### src/design/gha_pkg.sv
// Shared types and constants of the generational handle allocator.
`default_nettype none

package gha_pkg;

  localparam int unsigned MaxSlots = 1024;
  localparam int unsigned SlotW    = 10;
  localparam int unsigned GenW     = 16;
  localparam int unsigned CountW   = 11;
  localparam int unsigned MetaW    = GenW + 1;

  localparam logic [1:0] OpAlloc  = 2'd0;
  localparam logic [1:0] OpFree   = 2'd1;
  localparam logic [1:0] OpLookup = 2'd2;

  localparam logic [1:0] StatusOk        = 2'd0;
  localparam logic [1:0] StatusFull      = 2'd1;
  localparam logic [1:0] StatusBadHandle = 2'd2;

  typedef enum logic [2:0] {
    StIdle = 3'b001,
    StExec = 3'b010,
    StPop  = 3'b100
  } gha_state_e;

  // Commands from the controller to the datapath.
  typedef struct packed {
    logic rd_issue;  // capture the item and read all tables
    logic pop_rd;    // read the slot word of the slot popped from the free stack
    logic commit;    // update state and load the result register
  } gha_cmd_t;

  // Status from the datapath to the controller.
  typedef struct packed {
    logic pop_needed;  // allocate that reuses a slot from the free stack
    logic out_free;    // result register can take a new result this cycle
  } gha_stat_t;

  typedef struct packed {
    logic [1:0]        status;
    logic [SlotW-1:0]  slot_index;
    logic [GenW-1:0]   generation;
    logic [SlotW-1:0]  dense_index;
    logic              move_valid;
    logic [SlotW-1:0]  moved_from;
    logic [SlotW-1:0]  moved_slot;
    logic [CountW-1:0] live_count;
  } gha_result_t;

endpackage

`default_nettype wire

### src/design/gha_ctrl.sv
// Controller state machine that sequences reads, the free-stack pop and the commit.
`default_nettype none

module gha_ctrl (
  input  wire                clk_i,
  input  wire                rst_ni,
  input  wire                in_valid_i,
  output logic               in_ready_o,
  input  gha_pkg::gha_stat_t stat_i,
  output gha_pkg::gha_cmd_t  cmd_o
);

  gha_pkg::gha_state_e state_q, state_d;

  always_comb begin
    state_d    = state_q;
    cmd_o      = '0;
    in_ready_o = 1'b0;
    case (state_q)
      gha_pkg::StIdle: begin
        in_ready_o = 1'b1;
        if (in_valid_i) begin
          cmd_o.rd_issue = 1'b1;
          state_d        = gha_pkg::StExec;
        end
      end
      gha_pkg::StExec: begin
        if (stat_i.pop_needed) begin
          cmd_o.pop_rd = 1'b1;
          state_d      = gha_pkg::StPop;
        end else if (stat_i.out_free) begin
          cmd_o.commit = 1'b1;
          state_d      = gha_pkg::StIdle;
        end
      end
      gha_pkg::StPop: begin
        if (stat_i.out_free) begin
          cmd_o.commit = 1'b1;
          state_d      = gha_pkg::StIdle;
        end
      end
      default: begin
        state_d = gha_pkg::StIdle;
      end
    endcase
  end

  always_ff @(posedge clk_i or negedge rst_ni) begin
    if (!rst_ni) begin
      state_q <= gha_pkg::StIdle;
    end else begin
      state_q <= state_d;
    end
  end

endmodule

`default_nettype wire

### config.mk
export PLATFORM = sky130hd
export DESIGN_NAME = gha_ctrl
export DESIGN_NICKNAME = d
export VERILOG_FILES = /design/src/design/gha_pkg.sv /design/src/design/gha_ctrl.sv
export SDC_FILE = /design/constraint.sdc
export NUM_CORES = 1
export LEC_CHECK = 0
export BUFFER_PORTS_ARGS = -buffer_cell sky130_fd_sc_hd__clkbuf_2
export CORE_AREA = 2 2 39 41
export DETAILED_ROUTE_END_ITERATION = 10
export DIE_AREA = 0 0 41 43
export GPL_ROUTABILITY_DRIVEN = 0
export HOLD_SLACK_MARGIN = 0.08
export PLACE_DENSITY_LB_ADDON = 0.1
export SYNTH_ARGS = -nofsm -noshare
export SYNTH_HDL_FRONTEND = slang
export SYNTH_SLANG_ARGS = --single-unit
### constraint.sdc
create_clock -name clk_i -period 1.3 [get_ports clk_i]
set_input_delay 0.195 -clock clk_i [delete_from_list [all_inputs] [get_ports clk_i]]
set_output_delay 0.195 -clock clk_i [all_outputs]
set_load 0.05 [all_outputs]
**Word level (Yosys, flattened, before mapping)**

Index checks and enable logic that the tools add are counted.

- Output and inout port bits: 4
- Word-level logic and storage cells: 17
- Register bits after elaboration: 3
- Bits of input ports: 5

- Equality and inequality tests: 4
- Muxes and demuxes: 12

Operators with widths:

| cell | number |
|---|---|
| 2-to-1 mux 3 bit | 3 |
| case mux 3 bit (3 select lines) | 1 |
| 2-to-1 mux 1 bit | 7 |
| == test 3 x 1 -> 1 bit, second input constant | 1 |
| == test 3 x 2 -> 1 bit, second input constant | 1 |
| == test 3 bit, second input constant | 1 |
| != test 2 bit, second input constant | 1 |
| case mux 1 bit (2 select lines) | 1 |

**Logic depth before layout (Yosys ltp)**

Gate-level depths: netlist of run 1.

- Word-level depth: 3
- Mapped depth: 3
- Gate-level depth less buffers: 2

**Least setup slack after synthesis of run 1**

No wires, ideal clock.

- Path type: reg-to-output
- From: reg state_q[0]
- To: out in_ready_o
- Cell stages (with the launch flop): 2
- Data arrival time: 1.717 ns
- Required time: 1.105 ns
- Setup slack: -0.612 ns
- Path buffers: 0
- Cells stage by stage: dfstp_2 > nor3b_1

- Longest elaborated chain between the ends: 2

Ends and longest elaborated chain:

| item | line | RTL |
|---|---|---|
| from (decl) | gha_ctrl.sv:13 | `gha_pkg::gha_state_e state_q, state_d;` |
| from (signal assigned) | gha_ctrl.sv:50 | `state_q <= gha_pkg::StIdle;` |
| from (signal assigned) | gha_ctrl.sv:52 | `state_q <= state_d;` |
| == test 3 x 1 -> 1 bit | gha_ctrl.sv:19 | `case (state_q)` |
| 2-to-1 mux 1 bit | gha_ctrl.sv:19 |  |
| to (decl) | gha_ctrl.sv:8 | `output logic in_ready_o,` |

Every way passes these cells.

==> results of run 1 <==
report_power, final:
group	switching, uW	leakage [uW]	internal, uW	total, uW
Clock	47.7	0.0000150	115	163
Sequential	38.4	0.0000372	135	174
Combinational	267	0.000117	270	537
Total	353	0.000169	521	873
worst min path at each step:
stage,start,end,slack (ps),cells after the start
2_1_floorplan,rst_ni,state_q[1]$_DFFE_PN0P_,-100,0
3_3_place_gp,rst_ni,state_q[2]$_DFFE_PN0P_,-10,1
3_5_place_dp,rst_ni,state_q[1]$_DFFE_PN0P_,-5,1
4_1_cts,in_valid_i,state_q[1]$_DFFE_PN0P_,230,3
5_1_grt,in_valid_i,state_q[1]$_DFFE_PN0P_,230,3
6_report,in_valid_i,state_q[1]$_DFFE_PN0P_,230,3
worst reg2reg max path, delay by kind of cell (launching register included):
family	cells	cell delay, ps
flops	1	340
buf+inv	2	310
compound gates	1	210
simple gates	1	270
cells by family after synthesis:
logic type                after synthesis
and+or+nand+nor                        11
AOI/OAI and AO/OA                       4
DFF                                     3
buffers and inverters                   2
xor gates and xnor gates                1
routing by layer:
layer | global-route usage, % | part of all wire (%) | vias to the layer above
met1 | 10.54 | 45 | 101
met4 | 8.000 | 0 | 0
li1 | - | - | 110
met5 | 0 | 0 | -
met3 | 5.236 | 4.7 | 0
met2 | 10.00 | 50 | 6
per-stage QoR:
step / cells / instance area [sq um]
floorplan: 21 / 242.7
global placement: 47 / 314.1
detailed placement: 47 / 314.1
CTS: 53 / 392.9
global route: 53 / 402.9
finish: 53 / 402.9
cell type report:
type / count / area (sq um) / area share, %
clock buffer: 4 / 26.28 / 6.522
multi-input combinational: 16 / 152.6 / 37.89
tap: 16 / 20.02 / 4.969
timing repair buffer: 14 / 127.6 / 31.68
sequential: 3 / 76.32 / 18.94
cell usage in the layout, fill, tap and decap left out:
| cell type | count |
|---|---|
| sky130_fd_sc_hd__or4b_1 | 1 |
| sky130_fd_sc_hd__buf_8 | 4 |
| sky130_fd_sc_hd__buf_4 | 5 |
| sky130_fd_sc_hd__dfrtp_1 | 2 |
| sky130_fd_sc_hd__clkbuf_4 | 3 |
| sky130_fd_sc_hd__nor2_1 | 1 |
| sky130_fd_sc_hd__a21oi_1 | 2 |
| sky130_fd_sc_hd__nand2b_1 | 2 |
| sky130_fd_sc_hd__dlygate4sd3_1 | 1 |
| sky130_fd_sc_hd__clkbuf_2 | 4 |
| sky130_fd_sc_hd__nor3b_4 | 1 |
| sky130_fd_sc_hd__a21oi_4 | 1 |
| sky130_fd_sc_hd__and4bb_2 | 2 |
| sky130_fd_sc_hd__or3b_1 | 1 |
| sky130_fd_sc_hd__dfstp_2 | 1 |
| sky130_fd_sc_hd__a211oi_2 | 1 |
| sky130_fd_sc_hd__xor2_1 | 1 |
| sky130_fd_sc_hd__or3b_4 | 1 |
| sky130_fd_sc_hd__clkbuf_1 | 1 |
| sky130_fd_sc_hd__nand3b_1 | 2 |
repair_timing:
item / CTS / global route
setup buffers: 1 / 0
endpoints found under the hold margin: 3 / 0
hold buffers: 1 / 0
pin swaps: 1 / 1
endpoints found under the setup margin: 4 / 5
resized for setup: 8 / 5
==> impl_results.rst, run 1 <==
.. list-table::
   :header-rows: 1

   * - Metric
     - Value
   * - Relative max-transition margin
     - 87.94%
   * - Vias in the first global route
     - 223
   * - DR vias
     - 217
   * - Leakage power
     - 0.0001695 uW
   * - Largest driver fanout on the critical path
     - 3
   * - Buf+Inv Stages, Crit Path
     - 1
   * - Slack of the critical path
     - -180.5 ps
   * - Total Wirelength
     - 513 um
   * - Beginning of the worst register-to-register path
     - state_q[2]$_DFFE_PN0P_
   * - Clock tree from TritonCTS
     - yes
   * - Drt wl/cell
     - 9.679 um
   * - Slew at the pin closest to its max-slew limit
     - 180.5 ps
   * - Layout cell share with drive strength beyond 1
     - 62.16%
   * - Fraction of the mapped netlist area in adder cells
     - 0%
   * - Core utilization of the finished layout
     - 29.11%
   * - Worst setup slack before clock tree synthesis
     - -45.80 ps
   * - Sort of element at the start of the critical path
     - flip-flop
   * - Placement row count
     - 14
   * - Main synth FF type
     - sky130_fd_sc_hd__dfrtp_1
   * - Total half-perimeter wirelength after legalization and detailed placement
     - 414.6 um
   * - Final setup skew
     - 0.7268 ps
   * - R2r endpoint
     - state_q[0]$_DFFE_PN1P_
   * - Xor/xnor share of the synthesized area
     - 4.142%
   * - Initial antenna violation count
     - 0
   * - Crit. path cell count
     - 3
   * - Data required time at the worst endpoint
     - 1110 ps
   * - Number of I/O port buffers
     - 8
   * - Clk pin slew, worst setup/hold paths
     - 40 ps
   * - Start point of the critical path
     - state_q[1]$_DFFE_PN0P_
   * - First-pass GRT wire length
     - 952 um
   * - Hold Fails Final Rpt
     - 0
   * - Number of flip-flops under the largest register name
     - 3
   * - Global routing usage summed across all routing layers
     - 8.717%
   * - Layout Area Growth over Synthesis
     - 90.53%
   * - Registers with the most flip-flops
     - state_q x3
   * - Avg Cell Area, Syn
     - 10.07 sq um
   * - First drt pass iteration count
     - 2
   * - Warning count from the yosys run
     - 0
   * - Fin Hold WS
     - 232.7 ps
   * - Total of max-cap violations
     - 0
   * - Count of filler cells inserted in the layout
     - 149
   * - Total Negative Setup Slacks
     - -578.9 ps
   * - Capture point of the worst path
     - cmd_o[0]
   * - Die Y
     - 43 um
   * - I/O pins
     - 9
   * - Main combinational cell family by area after synthesis
     - simple AND/OR/NAND/NOR gates
   * - Outcome
     - finished with violations
   * - Seq/Total Area, Yosys
     - 36.09%
   * - Flop-to-flop setup slack
     - 100 ps
   * - Biggest area consumer among synthesized cells
     - sky130_fd_sc_hd__dfrtp_1
   * - Gate count after technology mapping
     - 21
   * - Category of the worst setup path capture point
     - output port
   * - Diode insertion count for antenna repair
     - 0
   * - Post-synthesis cell type count
     - 14
   * - Largest stage delay on the critical path
     - 400 ps
   * - Highest Clock Rate
     - 0.6755 GHz
   * - Path type of the worst setup path
     - reg2out
   * - Total power per unit cell area
     - 2168 nW/um^2
   * - Largest net degree at the start of global routing
     - 9
   * - RSZ-0062 raised after global routing
     - true
   * - Simple-gate area share of the yosys netlist
     - 43.20%
   * - DRC Markers
     - 0
   * - Biggest register
     - state_q
   * - Area share of the leading cell type in the synthesized netlist
     - 23.67%
   * - # setup viols final
     - 4
   * - Fin. max-slew vios
     - 0
   * - Total Die Area
     - 1763 sq um
   * - Synthesis-stage register bit count
     - 3
   * - CTS sink cnt
     - 3
   * - Library cell with the highest instance count after synthesis
     - sky130_fd_sc_hd__a21oi_1
   * - Cell depth of the worst flop-to-flop path
     - 4
   * - Library cell used as clock root buffer
     - sky130_fd_sc_hd__clkbuf_4
   * - Die outline width
     - 41 um
   * - Peak supply drop
     - 0.4825 mV
   * - Critical Path AT
     - 1290 ps
   * - CTS H-tree lvls
     - 1
   * - Net Count, Synth
     - 26
   * - Deepest clock path buffer count
     - 2
   * - Hold crit path type
     - in2reg
   * - Drt first-iter violations
     - 1
   * - Slowest cell on crit path
     - sky130_fd_sc_hd__or3b_4
   * - Final #Nets
     - 43
   * - Async SR Flop Fraction
     - 100.0%
   * - Number of antenna-violating nets in the routed design
     - 0
   * - Post-synth EDFFs
     - 0
   * - Failing checks
     - negative setup slack
   * - Multiplexer area fraction after synthesis
     - 0%
   * - Insertion delay of the later-clocked pin in the worst-skew pair
     - 230 ps
   * - Overflow after GRT
     - 0
   * - Post-layout min period
     - 1480 ps
   * - Cell types with the largest area share after synthesis
     - sky130_fd_sc_hd__dfrtp_1 (24%), sky130_fd_sc_hd__dfstp_2 (12%), sky130_fd_sc_hd__and4bb_2 (12%)
   * - Routed via count divided by cell count
     - 4.094
   * - Initial core utilization
     - 15.28%
   * - Compound-gate portion of the synthesized area
     - 10.65%
   * - Kind of cell adding the most delay to the critical path
     - simple AND/OR/NAND/NOR gates
   * - Area of the core region
     - 1384 sq um
   * - Worst-path cell chain
     - or3b_4 > a21oi_4 > buf_8
   * - Mapped Area
     - 211.5 sq um
   * - Total power consumption of the routed design
     - 873.3 uW
   * - Total clock buffers created by CTS
     - 3
   * - Fraction of the cycle the final worst path needs
     - 113.9%
(Power assumes the default switching activity.)
==> run 2, diff against run 1 <==
--- a/config.mk
+++ b/config.mk
@@ -5,6 +5,7 @@
 export SDC_FILE = /design/constraint.sdc
 export NUM_CORES = 1
 export LEC_CHECK = 0
+export ABC_AREA = 1
 export BUFFER_PORTS_ARGS = -buffer_cell sky130_fd_sc_hd__clkbuf_2
 export CORE_AREA = 2 2 39 41
 export DETAILED_ROUTE_END_ITERATION = 10
==> constraint.sdc (replaced) <==
create_clock -name clk_i -period 1.6 [get_ports clk_i]
set_input_delay 0.24 -clock clk_i [delete_from_list [all_inputs] [get_ports clk_i]]
set_output_delay 0.24 -clock clk_i [all_outputs]
set_load 0.05 [all_outputs]
==> run 2 against run 1 <==
The flow now finishes without violations. Synthesized area shrank 2.4%. Critical path depth grew 3. Synthesized cell count grew 43%. Register-to-register slack gained 530 ps. Wire length shrank 20%. Die area is the same. Critical endpoint unchanged. Highest routed layer unchanged.
==> impl_results.rst, run 2 <==
.. list-table::
   :header-rows: 1

   * - Metric
     - Value
   * - Biggest register
     - state_q
   * - Die Y
     - 43 um
   * - Die outline width
     - 41 um
   * - Number of I/O port buffers
     - 8
   * - Placement row count
     - 14
   * - Async SR Flop Fraction
     - 100.0%
   * - Fin. max-slew vios
     - 0
   * - Synthesis-stage register bit count
     - 3
   * - Total Wirelength
     - 412 um
   * - Post-layout min period
     - 1501 ps
   * - Layout Area Growth over Synthesis
     - 49.70%
   * - Cell types with the largest area share after synthesis
     - sky130_fd_sc_hd__dfrtp_1 (24%), sky130_fd_sc_hd__dfstp_2 (13%), sky130_fd_sc_hd__nand3_2 (9.7%)
   * - # setup viols final
     - 0
   * - Total clock buffers created by CTS
     - 3
   * - Hold crit path type
     - in2reg
   * - Peak supply drop
     - 0.3999 mV
   * - Most common library cell in the layout ignoring fill and taps
     - sky130_fd_sc_hd__clkbuf_2
   * - Vias in the first global route
     - 198
   * - Initial core utilization
     - 14.92%
   * - Total half-perimeter wirelength after legalization and detailed placement
     - 362.5 um
   * - Most frequent cells after synthesis
     - sky130_fd_sc_hd__nand2_1 (5), sky130_fd_sc_hd__inv_1 (4), sky130_fd_sc_hd__inv_2 (4), sky130_fd_sc_hd__nor2_1 (4), sky130_fd_sc_hd__nor2_2 (3)
   * - Seq/Total Area, Yosys
     - 36.97%
   * - Critical Path AT
     - 1260 ps
   * - Final #Nets
     - 49
   * - Relative max-transition margin
     - 81.70%
   * - Clock tree from TritonCTS
     - yes
   * - Library cell with the highest instance count after synthesis
     - sky130_fd_sc_hd__nand2_1
   * - Mapped Area
     - 206.4 sq um
   * - Hold Fails Final Rpt
     - 0
   * - Post-synth EDFFs
     - 0
   * - Post-Place Cells
     - 54
   * - Total power consumption of the routed design
     - 566.4 uW
   * - Registers with the most flip-flops
     - state_q x3
   * - Total power per unit cell area
     - 1833 nW/um^2
   * - Total Negative Setup Slacks
     - 0 ps
   * - Most used cells in the layout excluding fill and tap cells
     - sky130_fd_sc_hd__clkbuf_2 (7), sky130_fd_sc_hd__nand2_1 (5), sky130_fd_sc_hd__inv_2 (4), sky130_fd_sc_hd__inv_1 (4), sky130_fd_sc_hd__nor2_1 (4)
   * - RSZ-0062 raised after global routing
     - false
   * - CTS H-tree lvls
     - 1
   * - Leakage power
     - 0.0001724 uW
   * - Diode insertion count for antenna repair
     - 0
   * - Insertion delay of the later-clocked pin in the worst-skew pair
     - 230 ps
   * - Final setup skew
     - 3.362 ps
   * - Drt wl/cell
     - 6.983 um
   * - DR vias
     - 209
   * - Fraction of the cycle the final worst path needs
     - 93.84%
   * - Final design area excluding fillers
     - 309.0 sq um
   * - CTS sink cnt
     - 3
   * - Main synth FF type
     - sky130_fd_sc_hd__dfrtp_1
   * - First-pass GRT wire length
     - 710 um
   * - Deepest clock path buffer count
     - 2
   * - Routed via count divided by cell count
     - 3.542
   * - Multi-input gate area in the final layout
     - 100.1 sq um
   * - Initial antenna violation count
     - 0
   * - Number of flip-flops under the largest register name
     - 3
   * - Gate count after technology mapping
     - 30
   * - First drt pass iteration count
     - 4
   * - Count of filler cells inserted in the layout
     - 164
   * - Avg Cell Area, Syn
     - 6.882 sq um
   * - Area share of the leading cell type in the synthesized netlist
     - 24.24%
   * - Non-filler cells in the finished layout
     - 59
   * - Area of all sequential standard cells
     - 76.32 sq um
   * - Fin Hold WS
     - 271.9 ps
   * - Category of the worst setup path capture point
     - output port
   * - Sort of element at the start of the critical path
     - flip-flop
   * - Layout cell share with drive strength beyond 1
     - 48.84%
   * - # Post-CTS Setup Buffers
     - 0
   * - Total Die Area
     - 1763 sq um
   * - Library cell used as clock root buffer
     - sky130_fd_sc_hd__clkbuf_4
   * - Path type of the worst setup path
     - reg2out
   * - Highest Clock Rate
     - 0.6660 GHz
   * - Outcome
     - complete, no violations
   * - Area of the core region
     - 1384 sq um
   * - Drt first-iter violations
     - 3
   * - DP Area
     - 266.5 sq um
   * - Net Count, Synth
     - 35
   * - Data required time at the worst endpoint
     - 1360 ps
   * - Slew at the pin closest to its max-slew limit
     - 275.6 ps
   * - Clk pin slew, worst setup/hold paths
     - 30 ps
   * - Number of antenna-violating nets in the routed design
     - 0
   * - Post-synthesis cell type count
     - 12
   * - I/O pins
     - 9
   * - Warning count from the yosys run
     - 0
   * - Biggest area consumer among synthesized cells
     - sky130_fd_sc_hd__dfrtp_1
   * - Overflow after GRT
     - 0
   * - Global routing usage summed across all routing layers
     - 6.546%
   * - Total of max-cap violations
     - 0
   * - DRC Markers
     - 0
   * - Largest driver fanout on the critical path
     - 4
   * - Largest net degree at the start of global routing
     - 5
-- run 2: cell type report --
cell class                      instances  area share [%]
Multi-Input combinational cell         19           32.39
Sequential cell                         3           24.70
Timing Repair Buffer                    9           18.22
Inverter                                8           9.717
Clock buffer                            4           8.502
Tap cell                               16           6.478
-- run 2: repair_timing --
item | CTS | global route
endpoints found under the setup margin | 0 | 1
hold endpoints to repair | 3 | 0
hold buffers | 1 | 0
resized for setup | 0 | 4
-- run 2: critical path, cell delays in order, from the launching register on --
cell and delay, ps:
sky130_fd_sc_hd__dfstp_2 550, sky130_fd_sc_hd__inv_2 50, sky130_fd_sc_hd__nand3_2 90, sky130_fd_sc_hd__nor2_2 40, sky130_fd_sc_hd__nor2_2 100, sky130_fd_sc_hd__inv_1 60
sky130_fd_sc_hd__buf_6 150
-- run 2: path summary, 6_finish.rpt --
| kind | from | to | slack, ps | depth (start not counted) |
|---|---|---|---|---|
| setup / recovery | state_q[0]$_DFFE_PN1P_ | cmd_o[0] | 100 | 6 |
| hold / removal | stat_i[0] | state_q[2]$_DFFE_PN0P_ | 270 | 2 |
| setup reg to reg | state_q[0]$_DFFE_PN1P_ | state_q[0]$_DFFE_PN1P_ | 630 | 5 |
| hold reg to reg | state_q[0]$_DFFE_PN1P_ | state_q[1]$_DFFE_PN0P_ | 600 | 2 |
| max in group asynchronous | rst_ni | state_q[0]$_DFFE_PN1P_ | 1070 | 2 |
| min in group asynchronous | rst_ni | state_q[1]$_DFFE_PN0P_ | 330 | 2 |
-- run 2: cells by family after synthesis --
kind of cell	Yosys count	synth area share, %
compound gates	2	5.454
simple gates	17	43.03
flops	3	36.97
buf+inv	8	14.54
-- run 2: through the flow --
stage,setup WS [ps],util [%]
after floorplan,154.2,-
after global placement,264.9,19.26
after detailed placement,262.7,19.26
after CTS,11.99,21.88
after global routing,2.337,22.33
final,98.56,22.33
-- run 2: layer usage --
layer / routed length (um) / track usage [%] / up-vias / share of wire (%)
met3: 15 / 4.712 / 0 / 3.6
met4: 0 / 6.000 / 0 / 0
met5: 0 / 0 / - / 0
met1: 184 / 6.818 / 88 / 45
met2: 212 / 8.125 / 3 / 51
li1: - / - / 118 / -
-- run 2: power by group --
group / switching [uW] / total (uW) / internal (uW) / leakage (uW)
sequential: 31.2 / 144 / 113 / 0.0000367
clock: 37.9 / 131 / 93.4 / 0.0000150
combinational: 213 / 291 / 77.9 / 0.000121
==> run 3, diff against run 2 <==
--- a/config.mk
+++ b/config.mk
@@ -5,7 +5,6 @@
 export SDC_FILE = /design/constraint.sdc
 export NUM_CORES = 1
 export LEC_CHECK = 0
-export ABC_AREA = 1
 export BUFFER_PORTS_ARGS = -buffer_cell sky130_fd_sc_hd__clkbuf_2
 export CORE_AREA = 2 2 39 41
 export DETAILED_ROUTE_END_ITERATION = 10
==> run 3 against run 2 <==
Critical path depth down 3. Via count down 0.48%. Worst setup slack worse by 41 ps. Combinational power up 11%. Sequential power down 6%. Worst hold slack better by 5.5 ps. Register-to-register slack worse by 170 ps. Power up 4.2%. Die area unchanged. Non-clock buffer count up 2. Critical path type unchanged. Largest cell class unchanged.
==> impl_results.rst, run 3 (synthesis gave the netlist of run 1 again) <==
.. list-table::
   :header-rows: 1

   * - Metric
     - Value
   * - Outcome
     - complete, no violations
   * - Vias in the first global route
     - 222
   * - Sort of element at the start of the critical path
     - flip-flop
   * - Crit. path cell count
     - 3
   * - I/O pins
     - 9
   * - CTS H-tree lvls
     - 1
   * - Slew at the pin closest to its max-slew limit
     - 273.8 ps
   * - Biggest register
     - state_q
   * - Fraction of the cycle the final worst path needs
     - 96.40%
   * - Cell depth of the worst flop-to-flop path
     - 3
   * - Path type of the worst setup path
     - reg2out
   * - Insertion delay of the later-clocked pin in the worst-skew pair
     - 230 ps
   * - Initial core utilization
     - 15.28%
   * - # setup viols final
     - 0
   * - Deepest clock path buffer count
     - 2
   * - Kind of cell adding the most delay to the critical path
     - simple AND/OR/NAND/NOR gates
   * - Number of flip-flops under the largest register name
     - 3
   * - Total Wirelength
     - 540 um
   * - Buf+Inv Stages, Crit Path
     - 1
   * - Hold Fails Final Rpt
     - 0
   * - DR vias
     - 208
   * - Largest net degree at the start of global routing
     - 10
   * - Initial antenna violation count
     - 0
   * - Total power per unit cell area
     - 1716 nW/um^2
   * - # Post-CTS Setup Buffers
     - 0
   * - Relative max-transition margin
     - 81.82%
   * - Final setup skew
     - 0.7813 ps
   * - Highest Clock Rate
     - 0.6484 GHz
   * - First-pass GRT wire length
     - 869 um
   * - Leakage power
     - 0.0001433 uW
   * - Drt wl/cell
     - 10.80 um
   * - Placement row count
     - 14
   * - Launch point of the worst hold path
     - in_valid_i
   * - Data required time at the worst endpoint
     - 1360 ps
   * - Drt first-iter violations
     - 1
   * - First drt pass iteration count
     - 2
   * - Beginning of the worst register-to-register path
     - state_q[1]$_DFFE_PN0P_
   * - Diode insertion count for antenna repair
     - 0
   * - Area of all sequential standard cells
     - 76.32 sq um
   * - Capture point of the worst path
     - cmd_o[0]
   * - Number of I/O port buffers
     - 8
   * - RSZ-0062 raised after global routing
     - false
   * - Largest stage delay on the critical path
     - 380 ps
   * - Count of filler cells inserted in the layout
     - 149
   * - Layout cell share with drive strength beyond 1
     - 55.88%
   * - Library cell used as clock root buffer
     - sky130_fd_sc_hd__clkbuf_4
   * - Global routing usage summed across all routing layers
     - 8.333%
   * - Hold crit path type
     - in2reg
   * - Clock tree from TritonCTS
     - yes
   * - Area of the core region
     - 1384 sq um
   * - Largest driver fanout on the critical path
     - 2
   * - Registers with the most flip-flops
     - state_q x3
   * - CTS sink cnt
     - 3
   * - Overflow after GRT
     - 0
   * - Most used cells in the layout excluding fill and tap cells
     - sky130_fd_sc_hd__clkbuf_4 (5), sky130_fd_sc_hd__clkbuf_2 (5)
   * - Final #Nets
     - 40
   * - Peak supply drop
     - 0.5014 mV
   * - Start point of the critical path
     - state_q[2]$_DFFE_PN0P_
   * - Total power consumption of the routed design
     - 590.3 uW
   * - Routed via count divided by cell count
     - 4.160
   * - Flop-to-flop setup slack
     - 460 ps
   * - Total of max-cap violations
     - 0
   * - Total clock buffers created by CTS
     - 3
   * - Total Die Area
     - 1763 sq um
   * - Total half-perimeter wirelength after legalization and detailed placement
     - 372.1 um
   * - Number of antenna-violating nets in the routed design
     - 0
   * - DP Area
     - 290.3 sq um
   * - Clk pin slew, worst setup/hold paths
     - 40 ps
   * - Slowest cell on crit path
     - sky130_fd_sc_hd__or3b_4
   * - Total Negative Setup Slacks
     - 0 ps
   * - Multi-input gate area in the final layout
     - 141.4 sq um
   * - Die Y
     - 43 um
   * - Post-layout min period
     - 1542 ps
   * - Category of the worst setup path capture point
     - output port
   * - Die outline width
     - 41 um
   * - Worst-path cell chain
     - or3b_4 > a21oi_4 > buf_8
   * - Layout Area Growth over Synthesis
     - 62.72%
   * - DRC Markers
     - 0
   * - R2r endpoint
     - state_q[1]$_DFFE_PN0P_
   * - Final design area excluding fillers
     - 344.1 sq um
   * - Fin. max-slew vios
     - 0
   * - Critical Path AT
     - 1300 ps
## run 3: cell types whose count changed in the layout (fill, tap and decap cells not counted), moves of 3 or more
cell / before / now
sky130_fd_sc_hd__nand2_1: 5 / 0
sky130_fd_sc_hd__nor2_2: 3 / 0
sky130_fd_sc_hd__inv_2: 4 / 0
sky130_fd_sc_hd__inv_1: 4 / 0
sky130_fd_sc_hd__nor2_1: 4 / 1
## run 3: through the flow
step | util [%] | worst slack (ps) | hold slack, ps | instances
6_report | 24.86 | 57.63 | 277.4 | 50
5_1_grt | 24.86 | 14.06 | 291.7 | 50
4_1_cts | 24.41 | 8.732 | 273.7 | 50
3_5_place_dp | 20.98 | 148.6 | 42.99 | 45
3_3_place_gp | 20.98 | 158.9 | 38.35 | 45
2_1_floorplan | - | 98.29 | -55.59 | 21
## run 3: how the worst min path moves through the flow
stage / to / depth (start not counted)
after CTS: state_q[1]$_DFFE_PN0P_ / 3
after detailed placement: state_q[2]$_DFFE_PN0P_ / 1
after global routing: state_q[1]$_DFFE_PN0P_ / 3
after floorplan: state_q[1]$_DFFE_PN0P_ / 0
after global placement: state_q[1]$_DFFE_PN0P_ / 1
final: state_q[1]$_DFFE_PN0P_ / 3
## run 3: final cells by class
type,count,area share (%)
timing repair buffer,11,23.27
clock buffer,4,7.636
multi-input combinational,16,41.09
sequential,3,22.18
tap,16,5.818
## run 3: routing by layer
metal | wire (um) | GRT usage [%] | part of all wire [%] | up-vias
li1 | - | - | - | 103
met1 | 268 | 9.646 | 50 | 96
met2 | 227 | 9.063 | 42 | 7
met3 | 23 | 4.712 | 4.3 | 2
met4 | 20 | 10.00 | 3.7 | 0
met5 | 0 | 0 | 0 | -
## run 3: repair_timing
item,CTS,global route
pin swaps,1,0
resized for setup,3,5
hold buffers,1,0
hold endpoints to repair,3,0
endpoints found under the setup margin,1,3
## run 3: where the power goes
group | internal (uW) | switching [uW] | leakage [uW]
sequential | 110 | 25.9 | 0.0000372
combinational | 127 | 197 | 0.0000912
clock | 93.4 | 37.8 | 0.0000150
## run 3: worst min-delay path: cells and delay by family
kind,cells,cell delay [ps]
buf+inv,1,90
simple gates,1,70
compound gates,1,60
